==> config.mk <==
export PLATFORM = sky130hd
export DESIGN_NAME = wbst_engine
export DESIGN_NICKNAME = d
export VERILOG_FILES = /design/src/sv/wbst_pkg.sv /design/src/sv/wbst_engine.sv
export SDC_FILE = /design/constraint.sdc
export NUM_CORES = 1
export LEC_CHECK = 0
export BUFFER_PORTS_ARGS = -buffer_cell sky130_fd_sc_hd__buf_4
export CAP_MARGIN = 20
export CORE_MARGIN = 3
export CORE_UTILIZATION = 55
export DETAILED_ROUTE_END_ITERATION = 10
export GPL_TIMING_DRIVEN = 1
export MAX_ROUTING_LAYER = met4
export PLACE_DENSITY = 0.78
export SETUP_SLACK_MARGIN = 0.2
export SLEW_MARGIN = 20
export SYNTH_ARGS = -nofsm -noshare
export SYNTH_HDL_FRONTEND = slang
export SYNTH_SLANG_ARGS = --single-unit
==> constraint.sdc <==
create_clock -name clk -period 5.31 [get_ports clk]
set_clock_uncertainty 0.15 [all_clocks]
set_input_delay 0.531 -clock clk [delete_from_list [all_inputs] [get_ports clk]]
set_output_delay 0.531 -clock clk [all_outputs]
set_load 0.01 [all_outputs]
==> src/sv/wbst_pkg.sv <==
`timescale 1ns / 1ps
// ----------------------------------------------------------------------------
// wbst_pkg
// Types, codes and pattern functions for the walking-bit RAM self-test unit.
// ----------------------------------------------------------------------------
package wbst_pkg;

    // Request kinds carried in the req_type field.
    localparam logic [1:0] REQ_READ  = 2'd0;
    localparam logic [1:0] REQ_WRITE = 2'd1;
    localparam logic [1:0] REQ_TICK  = 2'd2;
    localparam logic [1:0] REQ_SWEEP = 2'd3;

    // Fault codes.
    localparam logic [1:0] FAULT_NONE  = 2'd0;
    localparam logic [1:0] FAULT_SWEEP = 2'd1;
    localparam logic [1:0] FAULT_TICK  = 2'd2;

    // Number of pattern steps: walking one then walking zero over 16 bits.
    localparam logic [5:0] STEPS     = 6'd32;
    localparam logic [5:0] LAST_STEP = 6'd31;

    typedef logic [11:0] cell_idx_t;
    typedef logic [10:0] partner_idx_t;

    typedef struct packed {
        logic [1:0]  req_type;
        logic [10:0] address;
        logic [15:0] write_data;
    } item_t;

    typedef struct packed {
        logic [15:0]  read_data;
        logic [1:0]   fault_code;
        cell_idx_t    cell_index;
        partner_idx_t partner_index;
        logic [5:0]   pattern_step;
    } result_t;

    // Handshake status from the test engine to the port logic.
    typedef struct packed {
        logic idle;
        logic done;
    } status_t;

    // Walking one for steps 0 to 15, walking zero for steps 16 to 31.
    function automatic logic [15:0] walk_pattern(input logic [4:0] s);
        logic [15:0] b;
        b = 16'h0001 << s[3:0];
        return s[4] ? ~b : b;
    endfunction

    // Background written to the partner word.
    function automatic logic [15:0] background_word(input logic [4:0] s);
        return s[4] ? 16'hFFFF : 16'h0000;
    endfunction

endpackage

==> src/sv/wbst_engine.sv <==
`timescale 1ns / 1ps
// ----------------------------------------------------------------------------
// wbst_engine
// Sequencer that clears the memory, serves host accesses and runs the
// coupling test step and the startup sweep through the single memory port.
// ----------------------------------------------------------------------------
module wbst_engine #(
    parameter int WORDS = 2048
) (
    input  logic                     clk,
    input  logic                     rst_n,
    input  logic                     start,
    input  wbst_pkg::item_t          item,
    input  logic                     taken,
    output wbst_pkg::status_t        status,
    output wbst_pkg::result_t        result,
    output logic [$clog2(WORDS)-1:0] ram_addr,
    output logic                     ram_we,
    output logic [15:0]              ram_wdata,
    input  logic [15:0]              ram_rdata
);

    localparam int AW = $clog2(WORDS);
    localparam int CW = $clog2(WORDS + 1);

    typedef logic [AW-1:0] addr_t;
    typedef logic [CW-1:0] cell_t;

    typedef enum logic [4:0] {
        S_CLEAR,
        S_IDLE,
        S_DISPATCH,
        S_RD_WAIT,
        S_T_RDC,
        S_T_RDP,
        S_T_WRP,
        S_T_WRC,
        S_T_CHKP,
        S_T_CHKC,
        S_T_RSTP,
        S_T_RSTC,
        S_SW_RD,
        S_SW_SAVE,
        S_SW_WR,
        S_SW_CHKRD,
        S_SW_CMP,
        S_SW_RSTR,
        S_DONE
    } state_t;

    state_t          state_reg, state_next;
    addr_t           clr_reg, clr_next;
    wbst_pkg::item_t item_reg, item_next;
    cell_t           cell_reg, cell_next;
    addr_t           partner_reg, partner_next;
    logic [5:0]      step_reg, step_next;
    logic [1:0]      fault_reg, fault_next;
    logic [15:0]     rd_reg, rd_next;
    logic [15:0]     save_c_reg, save_c_next;
    logic [15:0]     save_p_reg, save_p_next;
    logic            err_reg, err_next;

    logic            host_ok;
    addr_t           host_addr;
    addr_t           cell_addr;
    cell_t           cell_inc;
    logic [15:0]     wp;
    logic [15:0]     bg;

    assign host_ok   = 32'(item_reg.address) < WORDS;
    assign host_addr = addr_t'(item_reg.address);
    assign cell_addr = cell_reg[AW-1:0];
    assign cell_inc  = cell_reg + cell_t'(1);
    assign wp        = wbst_pkg::walk_pattern(step_reg[4:0]);
    assign bg        = wbst_pkg::background_word(step_reg[4:0]);

    always_comb
    begin
        state_next   = state_reg;
        clr_next     = clr_reg;
        item_next    = item_reg;
        cell_next    = cell_reg;
        partner_next = partner_reg;
        step_next    = step_reg;
        fault_next   = fault_reg;
        rd_next      = rd_reg;
        save_c_next  = save_c_reg;
        save_p_next  = save_p_reg;
        err_next     = err_reg;
        ram_addr     = cell_addr;
        ram_we       = 1'b0;
        ram_wdata    = 16'h0000;

        case (state_reg)
            S_CLEAR:
            begin
                ram_addr = clr_reg;
                ram_we   = 1'b1;
                if (clr_reg == addr_t'(WORDS - 1))
                begin
                    state_next = S_IDLE;
                end
                else
                begin
                    clr_next = clr_reg + addr_t'(1);
                end
            end

            S_IDLE:
            begin
                if (start)
                begin
                    item_next  = item;
                    state_next = S_DISPATCH;
                end
            end

            S_DISPATCH:
            begin
                rd_next    = 16'h0000;
                state_next = S_DONE;
                case (item_reg.req_type)
                    wbst_pkg::REQ_READ:
                    begin
                        if (host_ok)
                        begin
                            ram_addr   = host_addr;
                            state_next = S_RD_WAIT;
                        end
                    end
                    wbst_pkg::REQ_WRITE:
                    begin
                        ram_addr  = host_addr;
                        ram_wdata = item_reg.write_data;
                        ram_we    = host_ok;
                    end
                    wbst_pkg::REQ_TICK:
                    begin
                        if (fault_reg != wbst_pkg::FAULT_NONE)
                        begin
                            state_next = S_DONE;
                        end
                        else if (cell_reg >= cell_t'(WORDS))
                        begin
                            // Test restarts from the first cell.
                            cell_next    = '0;
                            partner_next = addr_t'(1);
                        end
                        else if (cell_t'(partner_reg) != cell_reg)
                        begin
                            // The partner index always lies inside the memory.
                            if (step_reg < wbst_pkg::STEPS)
                            begin
                                err_next   = 1'b0;
                                state_next = S_T_RDC;
                            end
                            else
                            begin
                                step_next = '0;
                                if (partner_reg < addr_t'(WORDS - 1))
                                begin
                                    partner_next = partner_reg + addr_t'(1);
                                end
                                else
                                begin
                                    partner_next = '0;
                                end
                            end
                        end
                        else
                        begin
                            cell_next = cell_inc;
                            if (cell_inc < cell_t'(WORDS - 1))
                            begin
                                partner_next = addr_t'(cell_inc + cell_t'(1));
                            end
                            else
                            begin
                                partner_next = '0;
                            end
                        end
                    end
                    default:
                    begin
                        if (fault_reg == wbst_pkg::FAULT_NONE)
                        begin
                            cell_next  = '0;
                            state_next = S_SW_RD;
                        end
                    end
                endcase
            end

            S_RD_WAIT:
            begin
                rd_next    = ram_rdata;
                state_next = S_DONE;
            end

            // Coupling test step: save both words, write background and
            // pattern, read both back, restore both.
            S_T_RDC:
            begin
                state_next = S_T_RDP;
            end

            S_T_RDP:
            begin
                ram_addr    = partner_reg;
                save_c_next = ram_rdata;
                state_next  = S_T_WRP;
            end

            S_T_WRP:
            begin
                ram_addr    = partner_reg;
                ram_we      = 1'b1;
                ram_wdata   = bg;
                save_p_next = ram_rdata;
                state_next  = S_T_WRC;
            end

            S_T_WRC:
            begin
                ram_we     = 1'b1;
                ram_wdata  = wp;
                state_next = S_T_CHKP;
            end

            S_T_CHKP:
            begin
                ram_addr   = partner_reg;
                state_next = S_T_CHKC;
            end

            S_T_CHKC:
            begin
                err_next   = ram_rdata != bg;
                state_next = S_T_RSTP;
            end

            S_T_RSTP:
            begin
                err_next   = err_reg | (ram_rdata != wp);
                ram_addr   = partner_reg;
                ram_we     = 1'b1;
                ram_wdata  = save_p_reg;
                state_next = S_T_RSTC;
            end

            S_T_RSTC:
            begin
                ram_we     = 1'b1;
                ram_wdata  = save_c_reg;
                state_next = S_DONE;
                if (err_reg)
                begin
                    fault_next = wbst_pkg::FAULT_TICK;
                end
                else
                begin
                    step_next = step_reg + 6'd1;
                end
            end

            // Sweep: all 32 patterns per word until a mismatch, then restored.
            S_SW_RD:
            begin
                step_next  = '0;
                err_next   = 1'b0;
                state_next = S_SW_SAVE;
            end

            S_SW_SAVE:
            begin
                save_c_next = ram_rdata;
                state_next  = S_SW_WR;
            end

            S_SW_WR:
            begin
                ram_we     = 1'b1;
                ram_wdata  = wp;
                state_next = S_SW_CHKRD;
            end

            S_SW_CHKRD:
            begin
                state_next = S_SW_CMP;
            end

            S_SW_CMP:
            begin
                if (ram_rdata != wp)
                begin
                    err_next   = 1'b1;
                    fault_next = wbst_pkg::FAULT_SWEEP;
                    state_next = S_SW_RSTR;
                end
                else if (step_reg == wbst_pkg::LAST_STEP)
                begin
                    step_next  = wbst_pkg::STEPS;
                    state_next = S_SW_RSTR;
                end
                else
                begin
                    step_next  = step_reg + 6'd1;
                    state_next = S_SW_WR;
                end
            end

            S_SW_RSTR:
            begin
                ram_we    = 1'b1;
                ram_wdata = save_c_reg;
                if (err_reg)
                begin
                    state_next = S_DONE;
                end
                else if (cell_reg == cell_t'(WORDS - 1))
                begin
                    cell_next  = cell_t'(WORDS);
                    state_next = S_DONE;
                end
                else
                begin
                    cell_next  = cell_inc;
                    state_next = S_SW_RD;
                end
            end

            S_DONE:
            begin
                if (taken)
                begin
                    state_next = S_IDLE;
                end
            end

            default:
            begin
                state_next = S_IDLE;
            end
        endcase
    end

    always_ff @(posedge clk or negedge rst_n)
    begin
        if (!rst_n)
        begin
            state_reg   <= S_CLEAR;
            clr_reg     <= '0;
            cell_reg    <= cell_t'(WORDS);
            partner_reg <= '0;
            step_reg    <= '0;
            fault_reg   <= wbst_pkg::FAULT_NONE;
            err_reg     <= 1'b0;
        end
        else
        begin
            state_reg   <= state_next;
            clr_reg     <= clr_next;
            cell_reg    <= cell_next;
            partner_reg <= partner_next;
            step_reg    <= step_next;
            fault_reg   <= fault_next;
            err_reg     <= err_next;
        end
    end

    always_ff @(posedge clk)
    begin
        item_reg   <= item_next;
        rd_reg     <= rd_next;
        save_c_reg <= save_c_next;
        save_p_reg <= save_p_next;
    end

    assign status.idle = state_reg == S_IDLE;
    assign status.done = state_reg == S_DONE;

    assign result.read_data     = rd_reg;
    assign result.fault_code    = fault_reg;
    assign result.cell_index    = wbst_pkg::cell_idx_t'(cell_reg);
    assign result.partner_index = wbst_pkg::partner_idx_t'(partner_reg);
    assign result.pattern_step  = step_reg;

endmodule

# [Word level (Yosys, flattened, before mapping)]
# Cells that the tools add are included.
[word_totals] ff_bits=125 output_inout_bits=77 elab_cells=151 inputBits=49
[op_classes] magnitude_cmp=4 addsub=5 eq_ne=45 reduce_logical=24 bitwise=4 n_shift=1 mux=55
[op_table] cell="$pmux W5 S18" count=1
[op_table] cell="$pmux W16 S5" count=1
[op_table] cell="$mux W12" count=6
[op_table] cell="$mux W11" count=6
[op_table] cell="$mux W5" count=12
[op_table] cell="$mux W16" count=3
[op_table] cell="$mux W6" count=8
[op_table] cell="$pmux W12 S2" count=2
[op_table] cell="$eq A5 B4 Y1 const B" count=8
[op_table] cell="$add A11 B1 Y11 const B" count=3
[op_table] cell="$pmux W11 S3" count=1
[op_table] cell="$ne A16 B16 Y1" count=2
[op_table] cell="$pmux W16 S2" count=1
[op_table] cell="$ne A2 B2 Y1 const B" count=15
[op_table] cell="$pmux W6 S4" count=1
[op_table] cell="$eq A5 B3 Y1 const B" count=4
[op_table] cell="$not A16 Y16" count=1
[op_table] cell="$shl A1 B4 Y16 const A" count=1
[op_table] cell="$eq A5 B5 Y1 const B" count=3
[op_table] cell="$pmux W5 S3" count=1
[op_table] cell="$add A12 B1 Y12 const B" count=1
[op_table] cell="$eq A12 B11 Y1 const B" count=1
[op_table] cell="$ge A12 B12 Y1 const B" count=1
[op_table] cell="$lt A12 B11 Y1 const B" count=1
[op_table] cell="33 further kinds" count=54

# [Depth between registers and ports, before layout]
# Gate-level depths: netlist (run 1).
[depth] ltp_word=7 ltp_mapped=10 depth_no_buf=9

# [Worst setup path before layout (run 1)]
# OpenSTA, ideal clock, no wires.
[synth_path] kind="reg2reg" from="register step_reg[0]" to="register state_reg[4]" setup_slack_ps=2428 t_required_ps=5021 setup_time_ps=139 stages_incl_launch_ff=10 period_less_slack_ps=2882 t_arrival_ps=2594 n_path_buf=0 path_cell_list="dfrtp_1 > ha_1 > ha_1 > nor2b_1 > xor2_1 > a2111oi_0 > o221ai_1 > nor3_4 > nor2_2 > or4_1"
[synth_via] elab_chain_cells=7 word_cells_on_any_way=14 cone_classes="order compare: 1; eq/ne: 2; shift: 1; mux: 9; bitwise: 1"
[synth_rtl] element="start, declared" line="wbst_engine.sv:56" rtl="logic [5:0] step_reg, step_next;"
[synth_rtl] element="start signal, assigned" line="wbst_engine.sv:365" rtl="step_reg <= step_next;"
[synth_rtl] element="$lt A6 B6 Y1" line="wbst_engine.sv:152" rtl="if (step_reg < wbst_pkg::STEPS)"
[synth_rtl] element="$mux W5" line="wbst_engine.sv:152"
[synth_rtl] element="$mux W5" line="wbst_engine.sv:149" rtl="else if (cell_t'(partner_reg) != cell_reg)"
[synth_rtl] element="$mux W5" line="wbst_engine.sv:143" rtl="else if (cell_reg >= cell_t'(WORDS))"
[synth_rtl] element="$mux W5" line="wbst_engine.sv:139" rtl="if (fault_reg != wbst_pkg::FAULT_NONE)"
[synth_rtl] element="$pmux W5 S3" line="wbst_engine.sv:122" rtl="case (item_reg.req_type)"
[synth_rtl] element="$pmux W5 S18 (*)" line="wbst_engine.sv:94" rtl="case (state_reg)"
[synth_rtl] element="end signal, assigned" line="wbst_engine.sv:361" rtl="state_reg <= state_next;"
[synth_rtl] element="end, declared" line="wbst_engine.sv:51" rtl="state_t state_reg, state_next;"
# Every way passes the cells marked *; elsewhere a longest branch is shown, timed or not.
# A chain may end at the register's enable or synchronous reset.

# [Worst setup path in the final report (run 1)]
[layout_path] from="register state_reg[1]" to="output port ram_wdata[2]"
[layout_via] elab_chain_cells=3 word_cells_on_any_way=10 cone_classes="eq/ne: 7; mux: 1; reduce/logical: 2"
[layout_rtl] element="$eq A5 B5 Y1, or another cell as far along" line="wbst_engine.sv:94"
[layout_rtl] element="$reduce_or A2 Y1 (no line)"
[layout_rtl] element="$pmux W16 S5 (*)" line="wbst_engine.sv:94"
[layout_rtl] element="end, declared" line="wbst_engine.sv:19" rtl="output logic [15:0] ram_wdata,"
# Marked as above.

==> impl_metrics.json, run 1 <==
{
  "dr.pass1.iters": 6,
  "vias_per_cell": 6.66,
  "syn_inst": 795,
  "synth-seq-area-share_pct": 45.6,
  "setup_viol": 0,
  "timing.setup.tns_ns": 0,
  "worst_ep_arrival_time_ns": 3.35,
  "root_buffer": "clkbuf_16",
  "syn-cell-area_sq_um": 7710,
  "largest_reg_flops": 18,
  "cts_tree": "yes",
  "synth_top_area_share_pct": 30.0,
  "fin_crit_sh_pct": 76.0,
  "path_class": "reg -> out",
  "r2r-start": "state_reg[4]",
  "path_common_cell": "buf_4",
  "clk_latency_ns": 0.43,
  "min_period_ns": 4.03,
  "start_util_pct": 57.3,
  "n_antenna_cell": 0,
  "grt_usage_pct": 30.5,
  "rsz0062_at_grt": "no",
  "grt_pass1_vias": 6710,
  "power.share.switching_pct": 36.9,
  "leakage_uw": 0.00367,
  "synth-seq-cells": 125,
  "h-tree-depth": 4,
  "port_buffers": 125,
  "core_area_sq_um": 13500,
  "status": "complete, but fails checks",
  "worstPathRequired_ns": 4.63,
  "regArea_sq_um": 3510,
  "wl_microns": 23400,
  "hold_viol": 22,
  "critPathLaunchType": "flip-flop",
  "fmax_mhz": 248,
  "num_vias": 7188,
  "cp_cell_sequence": "nand2b_1, nor2_1, buf_4, and3b_1, a222oi_1, o211ai_1, buf_4",
  "cts_resized": 0,
  "yosys-top-cells-area": "edfxtp_1 (30%), dfrtp_1 (15%), o21ai_0 (3.6%)",
  "r2r_slack_ns": 1.70,
  "drive_above_1_share_pct": 22.1,
  "p_seq_share_pct": 37.8,
  "die_x_microns": 124,
  "slew_viol_final": 0,
  "initialDrtViolationCount": 1222,
  "slowest_stage": "dfrtp_1",
  "antenna_found_initial": 0,
  "slew_headroom_pct": 30.3,
  "drc": 0,
  "area_growth_pct": 20.3,
  "internal_power_uw": 2190,
  "cts_setup_buffers": 0,
  "grt_overflow": 0,
  "nets": 951,
  "pwr-share-comb_pct": 29.7,
  "multi_input_area_sq_um": 3880,
  "grt_pass1_wl_microns": 37200,
  "cp_max_fo": 21,
  "p_clk_share_pct": 32.5,
  "syn_nets": 856,
  "nFillCells": 1061,
  "pin_count": 126,
  "violations": "hold timing",
  "cp-end-kind": "output pin",
  "rows": 42,
  "gp_congestion": 0.969,
  "synth_commonest_cells": "edfxtp_1 (77), nor2_1 (59), o21ai_0 (56)",
  "die_height_microns": 124,
  "synth_warnings": 0,
  "ys_types": 71,
  "holdWs_ns": -0.0344,
  "synth_edf_count": 77,
  "cts-hold-fix-buffers": 0,
  "synth_top_area_cell": "edfxtp_1",
  "yosysMostFrequentCell": "edfxtp_1",
  "clkTransAtPathRegs_ns": 0.07,
  "reg2reg_depth": 7,
  "vdd_drop_max_mv": 0.328,
  "ys.flop_type": "edfxtp_1",
  "finalPower_uw": 3480,
  "cts_buffer_depth": 2,
  "cpPeakStageDelay_ns": 0.76,
  "avgSynthCellArea_sq_um": 9.70,
  "r2r-end": "clr_reg[7]",
  "ant_nets": 0,
  "grt_start_max_net_pins": 49,
  "dp_hpwl_microns": 16400,
  "cts_sinks": 125,
  "power_density_nw_per_um2": 374,
  "dieArea_sq_um": 15500,
  "cts_buffers": 17,
  "hp-class": "in -> async",
  "synth-async-reset-ratio_pct": 38.4,
  "p_switching_uw": 1280,
  "cap_viol_max_count": 0,
  "worst_pin_slew_ns": 1.04,
  "wl_per_cell_microns": 21.7
}
layer usage:
layer / GRT usage (%) / up-vias / part of all wire (%)
met2: 45.9 / 522 / 47
met1: 42.3 / 3427 / 40
li1: - / 3186 / -
met4: 8.96 / 0 / 2.1
met5: - / - / 0
met3: 6.35 / 53 / 11
cell type report:
class / instances / area share, %
clock buffer: 17 / 4.58
clock inverter: 15 / 1.58
sequential: 125 / 37.9
multi-input combinational: 587 / 41.8
timing repair buffer: 132 / 10.7
tap: 176 / 2.37
inverter: 27 / 1.09
worst max-delay path by stage:
| stage | from | end | depth (start not counted) |
|---|---|---|---|
| 4_1_cts | state_reg[0] | ram_addr[9] | 6 |
| 3_5_place_dp | step_reg[2] | step_reg[0] | 8 |
| 5_1_grt | state_reg[1] | ram_wdata[8] | 7 |
| 6_report | state_reg[1] | ram_wdata[2] | 7 |
| 3_3_place_gp | state_reg[4] | ram_wdata[2] | 7 |
| 2_1_floorplan | step_reg[0] | state_reg[4] | 9 |
power by group through the flow:
stage | registers, uW | logic, uW | clock network, uW
3_5_place_dp | 1330 | 1010 | 0
5_1_grt | 1330 | 1110 | 1180
4_1_cts | 1310 | 1020 | 1130
6_report | 1310 | 1030 | 1130
2_1_floorplan | 1260 | 670 | 0
3_3_place_gp | 1320 | 990 | 0
cell usage in the layout, fill, tap and decap left out, types with 5 or more instances in the layout:
cell | synthesis | final
nor2_1 | 59 | 57
a32oi_1 | 7 | 7
a21oi_1 | 34 | 34
ha_1 | 12 | 12
a22oi_1 | 12 | 12
clkbuf_16 | 0 | 17
buf_4 | 0 | 132
mux2_2 | 15 | 15
nor4_1 | 5 | 5
o211ai_1 | 12 | 12
and3_1 | 11 | 11
nor3b_1 | 5 | 5
inv_1 | 27 | 27
xor2_1 | 17 | 17
mux2i_1 | 16 | 16
or2_2 | 5 | 5
o21ai_0 | 56 | 56
and2_1 | 21 | 21
nand2b_1 | 14 | 14
o31ai_1 | 10 | 10
nand2_1 | 55 | 55
nor2b_1 | 10 | 10
nand4_1 | 15 | 15
or3_1 | 5 | 5
a222oi_1 | 20 | 20
edfxtp_1 | 77 | 77
nand3_1 | 44 | 44
dfrtp_1 | 47 | 47
xnor2_1 | 28 | 28
inv_6 | 0 | 5
nor3_1 | 17 | 16
a31oi_1 | 6 | 6
nand3b_1 | 7 | 7
through the flow:
| step | cells | hold slack [ns] | instance area (sq um) | utilization, % | setup WS, ns |
|---|---|---|---|---|---|
| after floorplan | 795 | 0.0854 | 7710 | - | 2.43 |
| after global placement | 1047 | 0.352 | 8700 | 64.7 | 1.82 |
| after detailed placement | 1047 | 0.379 | 8700 | 64.7 | 1.77 |
| after CTS | 1079 | 0.000471 | 9270 | 68.9 | 1.37 |
| after global routing | 1079 | 0.0198 | 9280 | 69.0 | 1.13 |
| final | 1079 | -0.0344 | 9280 | 69.0 | 1.28 |
cell families (layout without fill, tap and decap cells):
kind of cell,Yosys count,after routing,share of synthesized area [%]
AOI/OAI and AO/OA,209,209,19.1
xor gates and xnor gates,45,45,5.11
adders and majority gates,12,12,1.95
buffers and inverters,83,191,4.28
DFF,125,125,45.6
muxes,31,31,4.27
and+or+nand+nor,290,290,19.7
worst max-delay path: cells and delay by family, from the launching register on:
kind	cells	cell delay, ns
flip-flops	1	0.76
AO/OA/AOI/OAI	2	0.41
AND/OR/NAND/NOR	3	1.36
buffers and inverters	2	0.39
Note: power is estimated with default switching activity, not from simulation.
==> run 2: changes to the inputs <==
==> constraint.sdc (replaced) <==
create_clock -name clk -period 3.9 [get_ports clk]
set_clock_uncertainty 0.15 [all_clocks]
set_input_delay 0.39 -clock clk [delete_from_list [all_inputs] [get_ports clk]]
set_output_delay 0.39 -clock clk [all_outputs]
set_load 0.01 [all_outputs]
==> run 2 against run 1 <==
  * The flow now finishes without violations
  * Wire length up 6.2%
  * Highest routed layer unchanged
  * Critical path depth unchanged
  * Worst hold slack better by 0.095 ns
  * Non-clock buffer count up 48
  * Sequential cell count unchanged
  * Combinational power up 56%
  * Critical endpoint is now ram_wdata[9]
  * First-iteration DRC count down 11%
  * Sequential power up 31%
  * Largest power group unchanged
  * Sequential share of layout area down 1.7 points
  * Via count up 2.9%
==> impl_metrics.json, run 2 (synthesis gave the netlist of run 1 again) <==
{
  "worstPathRequired_ns": 3.36,
  "place_area_sq_um": 8840,
  "n_antenna_cell": 0,
  "nFillCells": 1003,
  "status": "complete, no violations",
  "crit_end": "ram_wdata[9]",
  "hold_viol": 0,
  "grt_start_max_net_pins": 49,
  "pin_count": 126,
  "final_common_cell": "buf_4",
  "port_buffers": 125,
  "grt_usage_pct": 32.5,
  "grt_pass1_wl_microns": 39200,
  "setup_viol": 0,
  "worst_ep_arrival_time_ns": 2.95,
  "rows": 42,
  "clk_latency_ns": 0.43,
  "dp.cells": 1065,
  "leakage_uw": 0.00388,
  "r2r_slack_ns": 0.52,
  "area_growth_pct": 25.9,
  "cp_max_fo": 16,
  "grt_overflow": 0,
  "cts_sinks": 125,
  "wl_per_cell_microns": 22.0,
  "drc": 0,
  "final_util_pct": 72.2,
  "power_density_nw_per_um2": 500,
  "start_util_pct": 57.3,
  "cp-end-kind": "output pin",
  "vdd_drop_max_mv": 0.379,
  "timing.setup.tns_ns": 0,
  "core_area_sq_um": 13500,
  "dieArea_sq_um": 15500,
  "slew_viol_final": 0,
  "root_buffer": "clkbuf_16",
  "cts_buffers": 17,
  "drive_above_1_share_pct": 22.9,
  "initialDrtViolationCount": 1091,
  "cts_buffer_depth": 2,
  "dp_hpwl_microns": 17000,
  "wl_microns": 24800,
  "cap_viol_max_count": 0,
  "antenna_found_initial": 0,
  "fmax_mhz": 287,
  "cts_setup_buffers": 0,
  "hp-class": "in -> reg",
  "slew_headroom_pct": 31.1,
  "r2r-end": "step_reg[0]",
  "critPathLaunchType": "flip-flop",
  "die_height_microns": 124,
  "startpoint": "state_reg[3]",
  "die_x_microns": 124,
  "layout_common_cells": "buf_4 (150), edfxtp_1 (77), nor2_1 (57), o21ai_0 (56), nand2_1 (55)",
  "cts_tree": "yes",
  "dr.pass1.iters": 7,
  "largest_reg_flops": 18,
  "fin_crit_sh_pct": 89.4,
  "min_period_ns": 3.49,
  "gp_congestion": 0.945,
  "rsz0062_at_grt": "no",
  "grt_pass1_vias": 7063,
  "h-tree-depth": 4,
  "clkTransAtPathRegs_ns": 0.06,
  "reg2reg_depth": 9,
  "num_vias": 7397,
  "instances_no_fill": 1127,
  "final_area_sq_um": 9710,
  "vias_per_cell": 6.56,
  "worst_pin_slew_ns": 1.03,
  "path_class": "reg -> out",
  "nets": 999,
  "ant_nets": 0,
  "holdWs_ns": 0.0602,
  "r2r-start": "step_reg[1]"
}
[run 2: worst max-delay path, stage by stage (launching register included)]
cell	delay [ns]
dfrtp_1	0.37
buf_4	0.19
nor2_1	0.40
nand3_1	0.31
nand2_1	0.62
a222oi_1	0.29
o211ai_1	0.17
buf_4	0.16
[run 2: routing by layer]
metal | vias up | part of all wire (%) | track usage [%] | routed length, microns
li1 | 3285 | - | - | -
met1 | 3600 | 41 | 44.7 | 10200
met2 | 454 | 47 | 49.6 | 11700
met3 | 58 | 9.0 | 5.10 | 2250
met4 | 0 | 2.5 | 11.3 | 631
met5 | - | 0 | - | 0
[run 2: what timing repair did]
| action | in CTS | in global routing |
|---|---|---|
| hold buffers | 30 | 0 |
| hold endpoints to repair | 76 | 0 |
| setup endpoints to repair | 16 | 7 |
| gates resized for setup | 1 | 1 |
[run 2: cell type report]
type                    count  area, sq um  share of cell area [%]
clock buffers              17          425                    4.38
well taps                 176          220                    2.27
multi-input cells         587         3880                    40.0
clock inverters            15          140                    1.44
flip-flops and latches    125         3510                    36.2
inverters                  27          101                    1.04
repair buffers            180         1430                    14.7
[run 2: per-stage QoR]
| step | power (uW) | setup WS (ns) |
|---|---|---|
| 2_1_floorplan | 2630 | 1.02 |
| 3_3_place_gp | 3210 | 0.609 |
| 3_5_place_dp | 3250 | 0.429 |
| 4_1_cts | 4820 | 0.232 |
| 5_1_grt | 5060 | 0.281 |
| 6_report | 4860 | 0.412 |
[run 2: power breakdown]
| group | switching [uW] | total, uW | internal [uW] |
|---|---|---|---|
| clock network | 698 | 1540 | 847 |
| logic | 968 | 1610 | 639 |
| registers | 120 | 1710 | 1590 |
| total | 1790 | 4860 | 3070 |
[run 2: worst min-delay path by stage]
stage	from	end	slack, ns	cells after the start
final	ram_rdata[7]	save_p_reg[7]	0.06	1
after global routing	ram_rdata[7]	save_p_reg[7]	0.06	1
after CTS	ram_rdata[7]	save_p_reg[7]	0.05	1
after detailed placement	rst_n	partner_reg[2]	0.31	1
after global placement	rst_n	partner_reg[3]	0.31	1
after floorplan	rst_n	cell_reg[0]	-0.06	0
==> run 3: changes to the inputs <==
==> constraint.sdc (replaced) <==
create_clock -name clk -period 3.9 [get_ports clk]
set_clock_uncertainty 0.15 [all_clocks]
set_input_delay 0.39 -clock clk [delete_from_list [all_inputs] [get_ports clk]]
set_output_delay 0.39 -clock clk [all_outputs]
set_load 0.1 [all_outputs]
==> run 3 against run 2 <==
  * Non-clock buffer count fell by 4
  * Sequential cell count did not move
  * Sequential share of layout area barely moved
  * Cell area barely moved
  * Combinational power rose by 47%
  * Power rose by 18%
  * First-iteration DRC count rose by 4.4%
  * Global-route usage barely moved
  * Clock power rose by 3%
  * Cell count fell by 0.35%
  * Critical path depth fell by 1
  * Via count fell by 0.37%
  * Critical path type unchanged
  * Highest routed layer unchanged
==> impl_metrics.json, run 3 (synthesis gave the netlist of run 1 again) <==
{
  "status": "complete, no violations",
  "layout_common_cells": "buf_4 (146), edfxtp_1 (77), nor2_1 (58), o21ai_0 (55), nand2_1 (54)",
  "critPathLaunchType": "flip-flop",
  "grt_pass1_wl_microns": 39300,
  "largest_reg_flops": 18,
  "num_vias": 7370,
  "root_buffer": "clkbuf_16",
  "met1_usage_pct": 44.2,
  "holdWs_ns": 0.0619,
  "slew_headroom_pct": 45.1,
  "grt_usage_pct": 32.5,
  "grt_start_max_net_pins": 52,
  "vdd_drop_max_mv": 0.611,
  "min_period_ns": 3.54,
  "place_area_sq_um": 8810,
  "hp-class": "in -> reg",
  "leakage_uw": 0.00387,
  "dp_hpwl_microns": 17000,
  "final_common_cell": "buf_4",
  "worst_ep_arrival_time_ns": 3.00,
  "grt_pass1_vias": 7095,
  "nFillCells": 1018,
  "vias_per_cell": 6.56,
  "fin_crit_sh_pct": 90.8,
  "grt_overflow": 0,
  "gp_congestion": 1.00,
  "die_height_microns": 124,
  "grtUsageMet2_pct": 49.1,
  "dr.pass1.iters": 7,
  "rsz0062_at_grt": "no",
  "power_density_nw_per_um2": 590,
  "port_buffers": 125,
  "start_util_pct": 57.3,
  "core_area_sq_um": 13500,
  "ant_nets": 0,
  "fmax_mhz": 282,
  "grt-busiest-layer": "met2",
  "initialDrtViolationCount": 1139,
  "wl_microns": 24600,
  "finalPower_uw": 5720,
  "cp-end-kind": "output pin",
  "drive_above_1_share_pct": 22.7,
  "nets": 995,
  "cap_viol_max_count": 0,
  "cts_buffers": 17,
  "h-tree-depth": 4,
  "slew_viol_final": 0,
  "final_area_sq_um": 9700,
  "drc": 0,
  "n_antenna_cell": 0,
  "cts_setup_buffers": 0,
  "rows": 42,
  "die_x_microns": 124,
  "wl_per_cell_microns": 21.9,
  "worst_pin_slew_ns": 0.820,
  "cts_sinks": 125,
  "clkTransAtPathRegs_ns": 0.06,
  "cts_buffer_depth": 2,
  "clk_latency_ns": 0.43,
  "setup_slack_ns": 0.359,
  "path_class": "reg -> out",
  "hold_viol": 0,
  "met3_usage_pct": 7.85,
  "area_growth_pct": 25.8,
  "setup_viol": 0,
  "antenna_found_initial": 0,
  "pin_count": 126,
  "worstPathRequired_ns": 3.36,
  "dp_slack_ns": 0.655,
  "cp_max_fo": 20,
  "dieArea_sq_um": 15500,
  "cts_tree": "yes"
}
[run 3: metrics by stage]
stage,cells,TNS [ns],util [%]
6_report,1123,0,72.1
5_1_grt,1123,0,72.1
4_1_cts,1123,0,72.1
3_5_place_dp,1061,0,65.5
3_3_place_gp,1061,0,65.5
2_1_floorplan,795,-0.921,-
[run 3: area by class of cell]
cell class              instances  area (sq um)  share of cell area [%]
inverters                      27           101                    1.04
clock buffers                  17           425                    4.38
multi-input cells             587          3880                    40.0
flip-flops and latches        125          3520                    36.2
clock inverters                15           166                    1.71
repair buffers                176          1400                    14.4
well taps                     176           220                    2.27
[run 3: where the power goes]
part	switching, uW	internal (uW)	leakage (uW)
registers	182	1580	0.00134
logic	1740	621	0.00225
clock network	683	909	0.000288
[run 3: timing repair]
item | CTS | global route
endpoints found under the hold margin | 76 | 0
hold buffers | 30 | 0
resized for setup | 1 | 1
setup endpoints to repair | 5 | 10
[run 3: final timing paths]
| check | from | endpoint | slack, ns | cells past startpoint |
|---|---|---|---|---|
| setup reg to reg | step_reg[1] | step_reg[0] | 0.67 | 9 |
| hold reg to reg | clr_reg[10] | clr_reg[10] | 0.39 | 1 |
| setup / recovery | state_reg[0] | ram_wdata[13] | 0.36 | 6 |
| hold / removal | ram_rdata[6] | save_c_reg[6] | 0.06 | 1 |
| max in group asynchronous | rst_n | step_reg[4] | 2.73 | 2 |
| min in group asynchronous | rst_n | cell_reg[0] | 0.36 | 2 |
[run 3: metal layers]
| metal | vias to the layer above | wire length (microns) |
|---|---|---|
| met3 | 60 | 2470 |
| li1 | 3275 | - |
| met2 | 455 | 11600 |
| met4 | 0 | 495 |
| met1 | 3580 | 10100 |
| met5 | - | 0 |
[run 3: critical path, stage by stage (launching register included)]
cell      delay [ns]
dfrtp_1         0.78
nand2b_1        0.46
nor2_1          0.12
and3b_2         0.39
a222oi_1        0.35
nand3_1         0.18
buf_4           0.28
